**config.mk**
```make
export PLATFORM = sky130hd
export DESIGN_NAME = ordered_merge_with_eos_barrier_unit_flat
export DESIGN_NICKNAME = d
export VERILOG_FILES = /design/src/rtl/omeb_pkg.sv /design/src/rtl/omeb_push_if.sv /design/src/rtl/omeb_result_if.sv /design/src/rtl/omeb_ram.sv /design/src/rtl/ordered_merge_with_eos_barrier_unit.sv /design/src/flat_wrapper.sv
export SDC_FILE = /design/constraint.sdc
export NUM_CORES = 2
export LEC_CHECK = 0
export BUFFER_PORTS_ARGS = -buffer_cell sky130_fd_sc_hd__buf_4
export CAP_MARGIN = 20
export CORE_MARGIN = 1.5
export CORE_UTILIZATION = 45
export CTS_BUF_LIST = sky130_fd_sc_hd__clkbuf_8
export CTS_CLUSTER_SIZE = 40
export DETAILED_ROUTE_END_ITERATION = 12
export PLACE_DENSITY = 0.61
export SYNTH_ARGS = -nofsm -noshare
export SYNTH_HDL_FRONTEND = slang
export SYNTH_SLANG_ARGS = --single-unit
export TNS_END_PERCENT = 1
```
**constraint.sdc**
```tcl
create_clock -name clk -period 26.2 [get_ports clk]
set_clock_uncertainty 0.15 [all_clocks]
set_input_delay 2.62 -clock clk [delete_from_list [all_inputs] [get_ports clk]]
set_output_delay 2.62 -clock clk [all_outputs]
set_load 0.03 [all_outputs]
```
**src/rtl/omeb_pkg.sv**
```systemverilog
// Shared types and constants for the ordered merge with end-of-stream barrier.
package omeb_pkg;

    // Fixed field widths
    localparam int PORT_W   = 2;
    localparam int IDENT_W  = 32;
    localparam int HANDLE_W = 32;
    localparam int STATUS_W = 2;
    localparam int CFG_W    = 3;

    // Queue entry: {eos, ident, handle}
    localparam int ENTRY_W = 1 + IDENT_W + HANDLE_W;

    // Parameter defaults
    localparam int PORTS_DEF       = 4;
    localparam int QUEUE_DEPTH_DEF = 8;

    // Results per drain before the drain yields
    localparam int MAX_RESULTS = 32;
    localparam int CNT_W       = $clog2(MAX_RESULTS + 1);

    // Reset value of active_ports
    localparam logic [CFG_W-1:0] ACTIVE_RESET = CFG_W'(4);

    typedef enum logic [STATUS_W-1:0] {
        ST_DATA     = 2'd0,
        ST_EOS      = 2'd1,
        ST_FULL     = 2'd2,
        ST_BAD_PORT = 2'd3
    } status_t;

    typedef enum logic [1:0] {
        S_IDLE,
        S_SCAN,
        S_DECIDE,
        S_FLUSH
    } state_t;

endpackage

```
**src/rtl/omeb_push_if.sv**
```systemverilog
// Push channel: one frame record per beat.
interface omeb_push_if
    import omeb_pkg::*;
();
    logic                       valid;
    logic                       ready;
    logic [PORT_W-1:0]          port;
    logic                       is_eos;
    logic signed [IDENT_W-1:0]  frame_ident;
    logic [HANDLE_W-1:0]        frame_handle;

    modport source (output valid, port, is_eos, frame_ident, frame_handle, input ready);
    modport sink   (input valid, port, is_eos, frame_ident, frame_handle, output ready);
endinterface

```
**src/rtl/omeb_result_if.sv**
```systemverilog
// Result channel: one merged, end-of-stream or error result per beat.
interface omeb_result_if
    import omeb_pkg::*;
();
    logic                       valid;
    logic                       ready;
    logic [STATUS_W-1:0]        status;
    logic [PORT_W-1:0]          out_port;
    logic signed [IDENT_W-1:0]  out_ident;
    logic [HANDLE_W-1:0]        out_handle;
    logic                       last;

    modport source (output valid, status, out_port, out_ident, out_handle, last, input ready);
    modport sink   (input valid, status, out_port, out_ident, out_handle, last, output ready);
endinterface

```
**src/rtl/omeb_ram.sv**
```systemverilog
// Generic single-port-write, single-port-read RAM with registered read data.
module omeb_ram #(
    parameter int WIDTH = 8,
    parameter int DEPTH = 32
) (
    input  logic                     clk,
    input  logic                     we,
    input  logic [$clog2(DEPTH)-1:0] waddr,
    input  logic [WIDTH-1:0]         wdata,
    input  logic [$clog2(DEPTH)-1:0] raddr,
    output logic [WIDTH-1:0]         rdata
);

    logic [WIDTH-1:0] mem [DEPTH];

    // Write port
    always_ff @(posedge clk)
    begin
        if (we)
        begin
            mem[waddr] <= wdata;
        end
    end

    // Registered read port
    always_ff @(posedge clk)
    begin
        rdata <= mem[raddr];
    end

endmodule

```
**src/rtl/ordered_merge_with_eos_barrier_unit.sv**
```systemverilog
// Top level of the ordered merge with end-of-stream barrier.
//
// Usage: each push beat carries one record (data frame or end-of-stream)
// for one input port; the record goes into that port's FIFO in a shared
// queue RAM. After a push the block drains: while an active port holds a
// data frame at its head, the smallest signed identifier is emitted
// (ties to the lowest port); when all active ports show end-of-stream,
// they are all popped and one end-of-stream result is emitted.
// A push to an inactive port or a full FIFO gives one error result and
// is dropped. cfg_wr_en/cfg_wr_data set active_ports (0 acts as 1,
// values above PORTS act as PORTS); write it only while idle.
// Timing: an error result is in the output register the cycle after its
// beat. A drain step reads each active head from the RAM, one port per
// cycle, then decides; a result leaves once the next step is decided,
// the final one through the flush state.
// A drain stops after MAX_RESULTS results. push.ready is low while a
// drain runs, and while the output register holds a beat not taken.
// Reset clears pointers, fill counts and the FSM; queue RAM is not
// cleared. A stalled receiver holds the drain at its next decision.
module ordered_merge_with_eos_barrier_unit
    import omeb_pkg::*;
#(
    parameter int PORTS       = PORTS_DEF,
    parameter int QUEUE_DEPTH = QUEUE_DEPTH_DEF
) (
    input  logic               clk,
    input  logic               rst_n,
    omeb_push_if.sink          push,
    omeb_result_if.source      result,
    input  logic               cfg_wr_en,
    input  logic [CFG_W-1:0]   cfg_wr_data
);

    localparam int PW  = $clog2(PORTS);
    localparam int AW  = $clog2(PORTS + 1);
    localparam int XW  = (AW > CFG_W) ? AW : CFG_W;
    localparam int QW  = $clog2(QUEUE_DEPTH);
    localparam int FW  = $clog2(QUEUE_DEPTH + 1);
    localparam int SW  = FW + 1;
    localparam int MD  = PORTS * QUEUE_DEPTH;
    localparam int MAW = $clog2(MD);

    state_t state_reg, state_next;

    logic [CFG_W-1:0] cfg_reg;
    logic [QW-1:0]    rp_reg   [PORTS];
    logic [FW-1:0]    fill_reg [PORTS];

    // Scan state
    logic [XW-1:0]    scan_reg;
    logic             rd_pend_reg, rd_last_reg, rd_ne_reg;
    logic [PW-1:0]    rd_port_reg;
    logic             found_reg;
    logic [XW-1:0]    neos_reg;
    logic [PW-1:0]    best_reg;
    logic signed [IDENT_W-1:0] best_id_reg;
    logic [HANDLE_W-1:0]       best_handle_reg;
    logic [CNT_W-1:0] cnt_reg;

    // Result held until the next step tells whether it is the last one
    logic                      pend_valid_reg;
    status_t                   pend_status_reg;
    logic [PORT_W-1:0]         pend_port_reg;
    logic signed [IDENT_W-1:0] pend_ident_reg;
    logic [HANDLE_W-1:0]       pend_handle_reg;

    // Output register
    logic                      ovalid_reg;
    status_t                   ostatus_reg;
    logic [PORT_W-1:0]         oport_reg;
    logic signed [IDENT_W-1:0] oident_reg;
    logic [HANDLE_W-1:0]       ohandle_reg;
    logic                      olast_reg;

    // Effective active port count
    logic [XW-1:0] cfg_x, act_x, port_x;
    always_comb
    begin
        cfg_x  = XW'(cfg_reg);
        port_x = XW'(push.port);
        if (cfg_x == '0)
        begin
            act_x = XW'(1);
        end
        else if (cfg_x > XW'(PORTS))
        begin
            act_x = XW'(PORTS);
        end
        else
        begin
            act_x = cfg_x;
        end
    end

    // Pointer table index and RAM addressing
    logic [PW-1:0]  ptr_idx;
    logic [QW-1:0]  idx_rp;
    logic [FW-1:0]  idx_fill;
    logic [SW-1:0]  wsum;
    logic [QW-1:0]  woff;
    logic [MAW-1:0] base_addr, ram_waddr, ram_raddr;
    logic [ENTRY_W-1:0] ram_wdata, ram_rdata;
    logic           ram_we;

    always_comb
    begin
        case (state_reg)
            S_IDLE:   ptr_idx = port_x[PW-1:0];
            S_SCAN:   ptr_idx = scan_reg[PW-1:0];
            S_DECIDE: ptr_idx = best_reg;
            default:  ptr_idx = best_reg;
        endcase
        idx_rp    = rp_reg[ptr_idx];
        idx_fill  = fill_reg[ptr_idx];
        wsum      = SW'(idx_rp) + SW'(idx_fill);
        woff      = (wsum >= SW'(QUEUE_DEPTH)) ? QW'(wsum - SW'(QUEUE_DEPTH)) : QW'(wsum);
        base_addr = MAW'(ptr_idx) * MAW'(QUEUE_DEPTH);
        ram_waddr = base_addr + MAW'(woff);
        ram_raddr = base_addr + MAW'(idx_rp);
        ram_wdata = {push.is_eos, push.frame_ident, push.frame_handle};
    end

    omeb_ram #(
        .WIDTH (ENTRY_W),
        .DEPTH (MD)
    ) u_queue_ram (
        .clk   (clk),
        .we    (ram_we),
        .waddr (ram_waddr),
        .wdata (ram_wdata),
        .raddr (ram_raddr),
        .rdata (ram_rdata)
    );

    logic                      rd_eos;
    logic signed [IDENT_W-1:0] rd_ident;
    logic [HANDLE_W-1:0]       rd_handle;
    assign {rd_eos, rd_ident, rd_handle} = ram_rdata;

    // FSM outputs
    logic out_free, accept, bad_port, full_q, emit_drop;
    logic issue, act_hit, step, emit_pend, emit_flush, cap_hit;

    assign out_free = !ovalid_reg || result.ready;
    assign act_hit  = found_reg || (neos_reg == act_x);
    assign cap_hit  = (cnt_reg + CNT_W'(1)) == CNT_W'(MAX_RESULTS);
    assign bad_port = port_x >= act_x;
    assign full_q   = idx_fill == FW'(QUEUE_DEPTH);

    always_comb
    begin
        push.ready = 1'b0;
        accept     = 1'b0;
        ram_we     = 1'b0;
        emit_drop  = 1'b0;
        issue      = 1'b0;
        step       = 1'b0;
        emit_pend  = 1'b0;
        emit_flush = 1'b0;
        case (state_reg)
            S_IDLE:
            begin
                push.ready = out_free;
                accept     = push.valid && out_free;
                ram_we     = accept && !bad_port && !full_q;
                emit_drop  = accept && (bad_port || full_q);
            end
            S_SCAN:
            begin
                issue = scan_reg < act_x;
            end
            S_DECIDE:
            begin
                step      = act_hit && (!pend_valid_reg || out_free);
                emit_pend = step && pend_valid_reg;
            end
            S_FLUSH:
            begin
                emit_flush = out_free;
            end
            default:
            begin
                push.ready = 1'b0;
            end
        endcase
    end

    // Next state
    always_comb
    begin
        state_next = state_reg;
        case (state_reg)
            S_IDLE:
            begin
                if (ram_we)
                begin
                    state_next = S_SCAN;
                end
            end
            S_SCAN:
            begin
                if (rd_pend_reg && rd_last_reg)
                begin
                    state_next = S_DECIDE;
                end
            end
            S_DECIDE:
            begin
                if (act_hit)
                begin
                    if (step)
                    begin
                        state_next = cap_hit ? S_FLUSH : S_SCAN;
                    end
                end
                else
                begin
                    state_next = pend_valid_reg ? S_FLUSH : S_IDLE;
                end
            end
            S_FLUSH:
            begin
                if (emit_flush)
                begin
                    state_next = S_IDLE;
                end
            end
            default:
            begin
                state_next = S_IDLE;
            end
        endcase
    end

    logic scan_start;
    assign scan_start = ram_we || (step && !cap_hit);

    // Control registers
    always_ff @(posedge clk or negedge rst_n)
    begin
        if (!rst_n)
        begin
            state_reg      <= S_IDLE;
            cfg_reg        <= ACTIVE_RESET;
            ovalid_reg     <= 1'b0;
            pend_valid_reg <= 1'b0;
            cnt_reg        <= '0;
            scan_reg       <= '0;
            rd_pend_reg    <= 1'b0;
            found_reg      <= 1'b0;
            neos_reg       <= '0;
            for (int i = 0; i < PORTS; i++)
            begin
                rp_reg[i]   <= '0;
                fill_reg[i] <= '0;
            end
        end
        else
        begin
            state_reg <= state_next;

            if (cfg_wr_en)
            begin
                cfg_reg <= cfg_wr_data;
            end

            // Output register valid
            if (emit_drop || emit_pend || emit_flush)
            begin
                ovalid_reg <= 1'b1;
            end
            else if (result.ready)
            begin
                ovalid_reg <= 1'b0;
            end

            // Pending result
            if (step)
            begin
                pend_valid_reg <= 1'b1;
            end
            else if (emit_flush)
            begin
                pend_valid_reg <= 1'b0;
            end

            // Result count of this drain
            if (ram_we)
            begin
                cnt_reg <= '0;
            end
            else if (step)
            begin
                cnt_reg <= cnt_reg + CNT_W'(1);
            end

            // Head scan: issue one read a cycle, compare the cycle after
            rd_pend_reg <= issue;
            if (scan_start)
            begin
                scan_reg  <= '0;
                found_reg <= 1'b0;
                neos_reg  <= '0;
            end
            else
            begin
                if (issue)
                begin
                    scan_reg <= scan_reg + XW'(1);
                end
                if (rd_pend_reg && rd_ne_reg)
                begin
                    if (rd_eos)
                    begin
                        neos_reg <= neos_reg + XW'(1);
                    end
                    else if (!found_reg || (rd_ident < best_id_reg))
                    begin
                        found_reg <= 1'b1;
                    end
                end
            end

            // Push into the port FIFO
            if (ram_we)
            begin
                fill_reg[ptr_idx] <= idx_fill + FW'(1);
            end

            // Pop the winner, or every active port on end-of-stream
            if (step)
            begin
                if (found_reg)
                begin
                    rp_reg[best_reg]   <= (idx_rp == QW'(QUEUE_DEPTH - 1)) ? '0
                                                                           : idx_rp + QW'(1);
                    fill_reg[best_reg] <= idx_fill - FW'(1);
                end
                else
                begin
                    for (int i = 0; i < PORTS; i++)
                    begin
                        if (XW'(i) < act_x)
                        begin
                            rp_reg[i]   <= (rp_reg[i] == QW'(QUEUE_DEPTH - 1)) ? '0
                                                                               : rp_reg[i] + QW'(1);
                            fill_reg[i] <= fill_reg[i] - FW'(1);
                        end
                    end
                end
            end
        end
    end

    // Payload registers
    always_ff @(posedge clk)
    begin
        if (issue)
        begin
            rd_port_reg <= scan_reg[PW-1:0];
            rd_last_reg <= scan_reg == (act_x - XW'(1));
            rd_ne_reg   <= idx_fill != '0;
        end

        if (rd_pend_reg && rd_ne_reg && !rd_eos && (!found_reg || (rd_ident < best_id_reg)))
        begin
            best_reg        <= rd_port_reg;
            best_id_reg     <= rd_ident;
            best_handle_reg <= rd_handle;
        end

        if (step)
        begin
            if (found_reg)
            begin
                pend_status_reg <= ST_DATA;
                pend_port_reg   <= PORT_W'(best_reg);
                pend_ident_reg  <= best_id_reg;
                pend_handle_reg <= best_handle_reg;
            end
            else
            begin
                pend_status_reg <= ST_EOS;
                pend_port_reg   <= '0;
                pend_ident_reg  <= '0;
                pend_handle_reg <= '0;
            end
        end

        if (emit_drop)
        begin
            ostatus_reg <= bad_port ? ST_BAD_PORT : ST_FULL;
            oport_reg   <= push.port;
            oident_reg  <= '0;
            ohandle_reg <= '0;
            olast_reg   <= 1'b1;
        end
        else if (emit_pend || emit_flush)
        begin
            ostatus_reg <= pend_status_reg;
            oport_reg   <= pend_port_reg;
            oident_reg  <= pend_ident_reg;
            ohandle_reg <= pend_handle_reg;
            olast_reg   <= emit_flush;
        end
    end

    assign result.valid      = ovalid_reg;
    assign result.status     = ostatus_reg;
    assign result.out_port   = oport_reg;
    assign result.out_ident  = oident_reg;
    assign result.out_handle = ohandle_reg;
    assign result.last       = olast_reg;

    // No held result once the drain is over
    a_idle_no_pend: assert property (@(posedge clk) disable iff (!rst_n)
        state_reg == S_IDLE |-> !pend_valid_reg)
        else $error("pending result left behind in idle");

    // A non-final beat means the drain is still running
    a_not_last_busy: assert property (@(posedge clk) disable iff (!rst_n)
        (ovalid_reg && !olast_reg) |-> state_reg != S_IDLE)
        else $error("non-final result with drain finished");

    // Drain never exceeds the result cap
    a_cap: assert property (@(posedge clk) disable iff (!rst_n)
        cnt_reg <= CNT_W'(MAX_RESULTS))
        else $error("drain exceeded result cap");

    // RAM read data is only consumed during the head scan
    a_scan_read: assert property (@(posedge clk) disable iff (!rst_n)
        rd_pend_reg |-> state_reg == S_SCAN)
        else $error("head read outside scan");

    // A drain step that pops a data frame takes it from a non-empty queue
    a_pop_nonempty: assert property (@(posedge clk) disable iff (!rst_n)
        (step && found_reg) |-> idx_fill != '0)
        else $error("pop from empty queue");

endmodule
```
**src/flat_wrapper.sv**
```systemverilog
// flat-port wrapper written by rule: the top's interface ports become plain ports
module ordered_merge_with_eos_barrier_unit_flat import omeb_pkg::*;
#(
    parameter int PORTS       = PORTS_DEF,
    parameter int QUEUE_DEPTH = QUEUE_DEPTH_DEF
)
  (clk, rst_n, cfg_wr_en, cfg_wr_data, push_valid, push_port, push_is_eos, push_frame_ident, push_frame_handle, push_ready, result_valid, result_status, result_out_port, result_out_ident, result_out_handle, result_last, result_ready);
  omeb_push_if push_i ();
  omeb_result_if result_i ();
  input  logic clk;
  input  logic rst_n;
  input  logic cfg_wr_en;
  input  logic [CFG_W-1:0] cfg_wr_data;
  input wire logic [$bits(push_i.valid)-1:0] push_valid;
  input wire logic [$bits(push_i.port)-1:0] push_port;
  input wire logic [$bits(push_i.is_eos)-1:0] push_is_eos;
  input wire logic [$bits(push_i.frame_ident)-1:0] push_frame_ident;
  input wire logic [$bits(push_i.frame_handle)-1:0] push_frame_handle;
  output wire logic [$bits(push_i.ready)-1:0] push_ready;
  output wire logic [$bits(result_i.valid)-1:0] result_valid;
  output wire logic [$bits(result_i.status)-1:0] result_status;
  output wire logic [$bits(result_i.out_port)-1:0] result_out_port;
  output wire logic [$bits(result_i.out_ident)-1:0] result_out_ident;
  output wire logic [$bits(result_i.out_handle)-1:0] result_out_handle;
  output wire logic [$bits(result_i.last)-1:0] result_last;
  input wire logic [$bits(result_i.ready)-1:0] result_ready;
  assign push_i.valid = push_valid;
  assign push_i.port = push_port;
  assign push_i.is_eos = push_is_eos;
  assign push_i.frame_ident = push_frame_ident;
  assign push_i.frame_handle = push_frame_handle;
  assign push_ready = push_i.ready;
  assign result_valid = result_i.valid;
  assign result_status = result_i.status;
  assign result_out_port = result_i.out_port;
  assign result_out_ident = result_i.out_ident;
  assign result_out_handle = result_i.out_handle;
  assign result_last = result_i.last;
  assign result_i.ready = result_ready;
  ordered_merge_with_eos_barrier_unit #(.PORTS(PORTS), .QUEUE_DEPTH(QUEUE_DEPTH)) u_core (.clk(clk), .rst_n(rst_n), .push(push_i), .result(result_i), .cfg_wr_en(cfg_wr_en), .cfg_wr_data(cfg_wr_data));
endmodule
```
==> impl_metrics.prom <==
# TYPE chip_impl_metric gauge
chip_impl_metric{name="grt_antenna_before_repair",unit=""} 18
chip_impl_metric{name="drt_wl_total",unit="um"} 248000
chip_impl_metric{name="antenna_left",unit=""} 0
chip_impl_metric{name="detail_route.first_pass.iterations",unit=""} 6
chip_impl_metric{name="cp_max_fo",unit=""} 89
chip_impl_metric{name="r2r_setup_slack",unit="ps"} 18920
chip_impl_metric{name="route.detailed.wl_per_inst",unit="um"} 25.5
chip_impl_metric{name="clk_path_buf_depth",unit=""} 4
chip_impl_metric{name="syn_to_final_growth",unit="%"} 12.2
chip_impl_metric{name="ctsResizeCount",unit=""} 0
chip_impl_metric{name="die_width",unit="um"} 456
chip_impl_metric{name="critical_path_required",unit="ps"} 26740
chip_impl_metric{name="post_synthesis_mux_area_share",unit="%"} 3.29
chip_impl_metric{name="gpl.final_weighted_congestion",unit=""} 0.812
chip_impl_info{name="synth_top_flop_cell",value="sky130_fd_sc_hd__edfxtp_1"} 1
chip_impl_metric{name="synthArstFlopShare",unit="%"} 2.04
chip_impl_metric{name="finalSetupTns",unit="ps"} 0
chip_impl_metric{name="grt_pass1_wl",unit="um"} 363000
chip_impl_info{name="worst-setup-path-type",value="in2reg"} 1
chip_impl_metric{name="finalInstanceArea",unit="sq um"} 104000
chip_impl_info{name="yosys-top-cells-area",value="sky130_fd_sc_hd__edfxtp_1 (72%), sky130_fd_sc_hd__nand2_1 (7.1%), sky130_fd_sc_hd__mux2i_1 (3.2%)"} 1
chip_impl_metric{name="worst-path-buf-inv",unit=""} 4
chip_impl_metric{name="cts_made_buffers",unit=""} 395
chip_impl_info{name="synth_top_family_by_area",value="simple AND/OR/NAND/NOR gates"} 1
chip_impl_metric{name="fin_crit_sh",unit="%"} 31.4
chip_impl_info{name="worst_path_max_delay_cell",value="sky130_fd_sc_hd__nor2_4"} 1
chip_impl_metric{name="synth_compound_gate_area_share",unit="%"} 4.56
chip_impl_metric{name="synth-simple-area-share",unit="%"} 12.6
chip_impl_metric{name="placed_cell_area",unit="sq um"} 96400
chip_impl_metric{name="synth_fa_ha_area_share",unit="%"} 0.808
chip_impl_metric{name="numPlacedInstances",unit=""} 9037
chip_impl_metric{name="netlist_instances",unit=""} 6481
chip_impl_metric{name="initial_utilization",unit="%"} 45.2
chip_impl_metric{name="die_h",unit="um"} 456
chip_impl_metric{name="post-route-drc-count",unit=""} 0
chip_impl_metric{name="clock_sinks",unit=""} 2400
chip_impl_metric{name="yosys.cell_types.count",unit=""} 61
chip_impl_metric{name="max_cap_violations",unit=""} 0
chip_impl_info{name="biggestRegsByFlops",value="u_core.u_queue_ram.mem: 2080 flops, u_core.u_queue_ram.rdata: 65 flops"} 1
chip_impl_info{name="rr_startpoint",value="u_core.state_reg[0]$_DFFE_PN0P_"} 1
chip_impl_metric{name="grt_use_total",unit="%"} 23.5
chip_impl_metric{name="cts-hold-fix-buffers",unit=""} 0
chip_impl_info{name="outcome",value="finished, final reports clean"} 1
chip_impl_info{name="most_numerous_cell_on_the_critical_path",value="sky130_fd_sc_hd__buf_4"} 1
chip_impl_metric{name="num_ports",unit=""} 146
chip_impl_metric{name="avgSynthCellArea",unit="sq um"} 14.2
chip_impl_metric{name="drt_first_iter_violations",unit=""} 6693
chip_impl_metric{name="fp.coreArea",unit="sq um"} 204000
chip_impl_metric{name="synth_enable_flop_cells",unit=""} 2221
chip_impl_metric{name="syn_area",unit="sq um"} 92300
chip_impl_metric{name="design.die.area",unit="sq um"} 208000
chip_impl_metric{name="crit_arrival",unit="ps"} 8780
chip_impl_metric{name="final_max_slew_viol_count",unit=""} 0
chip_impl_metric{name="achievable-frequency",unit="MHz"} 121
chip_impl_info{name="grt_setup_unrepaired",value="no"} 1
chip_impl_info{name="critical_path.cell_chain",value="buf_4, mux2_1, mux2i_4, buf_4, mux2i_1, mux2_8, inv_8, ha_1, fa_1, nand2_1, or2_2, nor2_4, buf_4"} 1
chip_impl_metric{name="synth-xor-area-share",unit="%"} 0.266
chip_impl_metric{name="synth-seq-cells",unit=""} 2400
chip_impl_metric{name="final_hold_viol_count",unit=""} 0
chip_impl_metric{name="drt-vias-per-instance",unit=""} 5.75
chip_impl_metric{name="power",unit="mW"} 14.1
chip_impl_metric{name="nNetsFinal",unit=""} 6881
chip_impl_metric{name="largest_reg_flops",unit=""} 2080
chip_impl_metric{name="post_route_cells_drive_above_1_share",unit="%"} 11.3
chip_impl_metric{name="power_density",unit="nW/um^2"} 136
chip_impl_info{name="worstSetupEndpointType",value="flip-flop"} 1
chip_impl_metric{name="routed-via-count",unit=""} 55936
chip_impl_info{name="worst_path_dominant_cell_family",value="simple AND/OR/NAND/NOR gates"} 1
chip_impl_metric{name="clk-insertion-delay-late",unit="ps"} 1090
chip_impl_info{name="clk_root_buffer_cell",value="sky130_fd_sc_hd__clkbuf_8"} 1
chip_impl_metric{name="synth_sequential_area_ratio",unit="%"} 76.4
chip_impl_metric{name="first_global_vias",unit=""} 54839
chip_impl_metric{name="setup_violations",unit=""} 0
chip_impl_metric{name="clkSlewWorstSetupHoldPaths",unit="ps"} 60
chip_impl_info{name="tritoncts",value="done"} 1
chip_impl_metric{name="cts.htree.levels",unit=""} 5
chip_impl_metric{name="placement_rows",unit=""} 166
chip_impl_metric{name="grt_overflow",unit=""} 0
chip_impl_metric{name="layoutNonFillerInstCount",unit=""} 9735
chip_impl_metric{name="syn_nets",unit=""} 6615
chip_impl_metric{name="remaining_max_slew_budget_at_the_tightest_pin",unit="%"} 24.5
chip_impl_info{name="netlist.top_cell.by_area",value="sky130_fd_sc_hd__edfxtp_1"} 1
chip_impl_metric{name="post_cts.repair.setup_buffers",unit=""} 0
chip_impl_metric{name="timing.hold.ws",unit="ps"} 255
chip_impl_metric{name="portBuffers",unit=""} 145
chip_impl_metric{name="synth-warning-count",unit=""} 0
chip_impl_info{name="hold_path_class",value="reg2reg"} 1
chip_impl_metric{name="dp_hpwl",unit="um"} 136000
chip_impl_metric{name="grt_max_degree",unit=""} 145
chip_impl_metric{name="crit_path_largest_cell_delay",unit="ps"} 800
chip_impl_metric{name="synth_largest_type_area_fraction",unit="%"} 72.3
chip_impl_metric{name="worst_pin_slew",unit="ps"} 1130
chip_impl_info{name="startpoint",value="push_port[1]"} 1
chip_impl_metric{name="ir_drop",unit="mV"} 0.185
chip_impl_info{name="holdCritStartpoint",value="u_core.u_queue_ram.rdata[16]$_DFF_P_"} 1
chip_impl_metric{name="leakage",unit="nW"} 35.8
chip_impl_info{name="largest-register",value="u_core.u_queue_ram.mem"} 1
chip_impl_metric{name="post-route-min-period",unit="ps"} 8240
chip_impl_info{name="setup_crit_start_kind",value="primary input"} 1
-- cells in the mapped netlist (all sizes together) (48+ instances only) --
| cell type | n |
|---|---|
| edfxtp | 2221 |
| nand2 | 1735 |
| nand3 | 528 |
| mux2i | 294 |
| a32oi | 261 |
| clkbuf | 205 |
| buf | 185 |
| nand4 | 139 |
| a31oi | 134 |
| dfxtp | 130 |
| nor2 | 110 |
| a21oi | 103 |
| and4 | 65 |
| ha | 58 |
| inv | 51 |
| dfrtp | 48 |
-- final timing paths --
| kind | cells past startpoint | end |
|---|---|---|
| min in group asynchronous | 1 | u_core.state_reg[0]$_DFFE_PN0P_ |
| setup reg to reg | 12 | u_core.u_queue_ram.mem[31][38]$_DFFE_PP_ |
| hold reg to reg | 0 | u_core.best_handle_reg[16]$_DFFE_PP_ |
| setup / recovery | 13 | u_core.u_queue_ram.mem[31][38]$_DFFE_PP_ |
| hold / removal | 0 | u_core.best_handle_reg[16]$_DFFE_PP_ |
| max in group asynchronous | 1 | u_core.found_reg$_DFFE_PN0P_ |
-- cell families after synthesis --
| kind of cell | Yosys count |
|---|---|
| simple gates | 2671 |
| flops | 2400 |
| compound gates | 580 |
| buf+inv | 442 |
| mux | 301 |
| fa+ha+maj | 59 |
| xor+xnor | 28 |
-- per-layer routing --
| metal | share of wire, % | wire length (um) | track usage (%) |
|---|---|---|---|
| met1 | 42 | 104000 | 32.9 |
| met2 | 45 | 112000 | 35.5 |
| met3 | 10 | 25100 | 6.87 |
| met4 | 2.4 | 5920 | 7.07 |
| met5 | 0.022 | 54 | 0 |
-- where the power goes --
group          switching [mW]  total (mW)  leakage [nW]  internal [mW]
Clock                    1.44        2.99          4.20           1.55
Sequential              0.179        4.83          21.7           4.65
Combinational            4.50        6.26          9.94           1.76
-- stage by stage --
step / util, % / setup WS, ps
finish: 50.7 / 17960
CTS: 50.7 / 18030
floorplan: - / 15500
detailed placement: 47.2 / 16870
global placement: 47.2 / 17020
global route: 50.7 / 17680
-- layout by cell type, fill, tap and decap left out, drive strengths merged, types with 32 or more instances in the layout --
master / count
a21oi: 103
a31oi: 134
a32oi: 261
and2: 43
and4: 65
buf: 259
clkbuf: 427
clkinv: 93
dfrtp: 48
dfxtp: 130
edfxtp: 2221
ha: 58
inv: 209
mux2i: 294
nand2: 1735
nand3: 528
nand4: 139
nor2: 110
o21ai: 32
-- final cells by class --
type | count | area (sq um)
Clock inverter | 261 | 1200
Inverter | 52 | 205
Clock buffer | 427 | 5880
Tap cell | 2688 | 3360
Fill cell | 17182 | 101000
Timing Repair Buffer | 259 | 2160
Antenna cell | 9 | 22.5
Sequential cell | 2400 | 70500
Multi-Input combinational cell | 3639 | 20200
(Power assumes the default switching activity.)
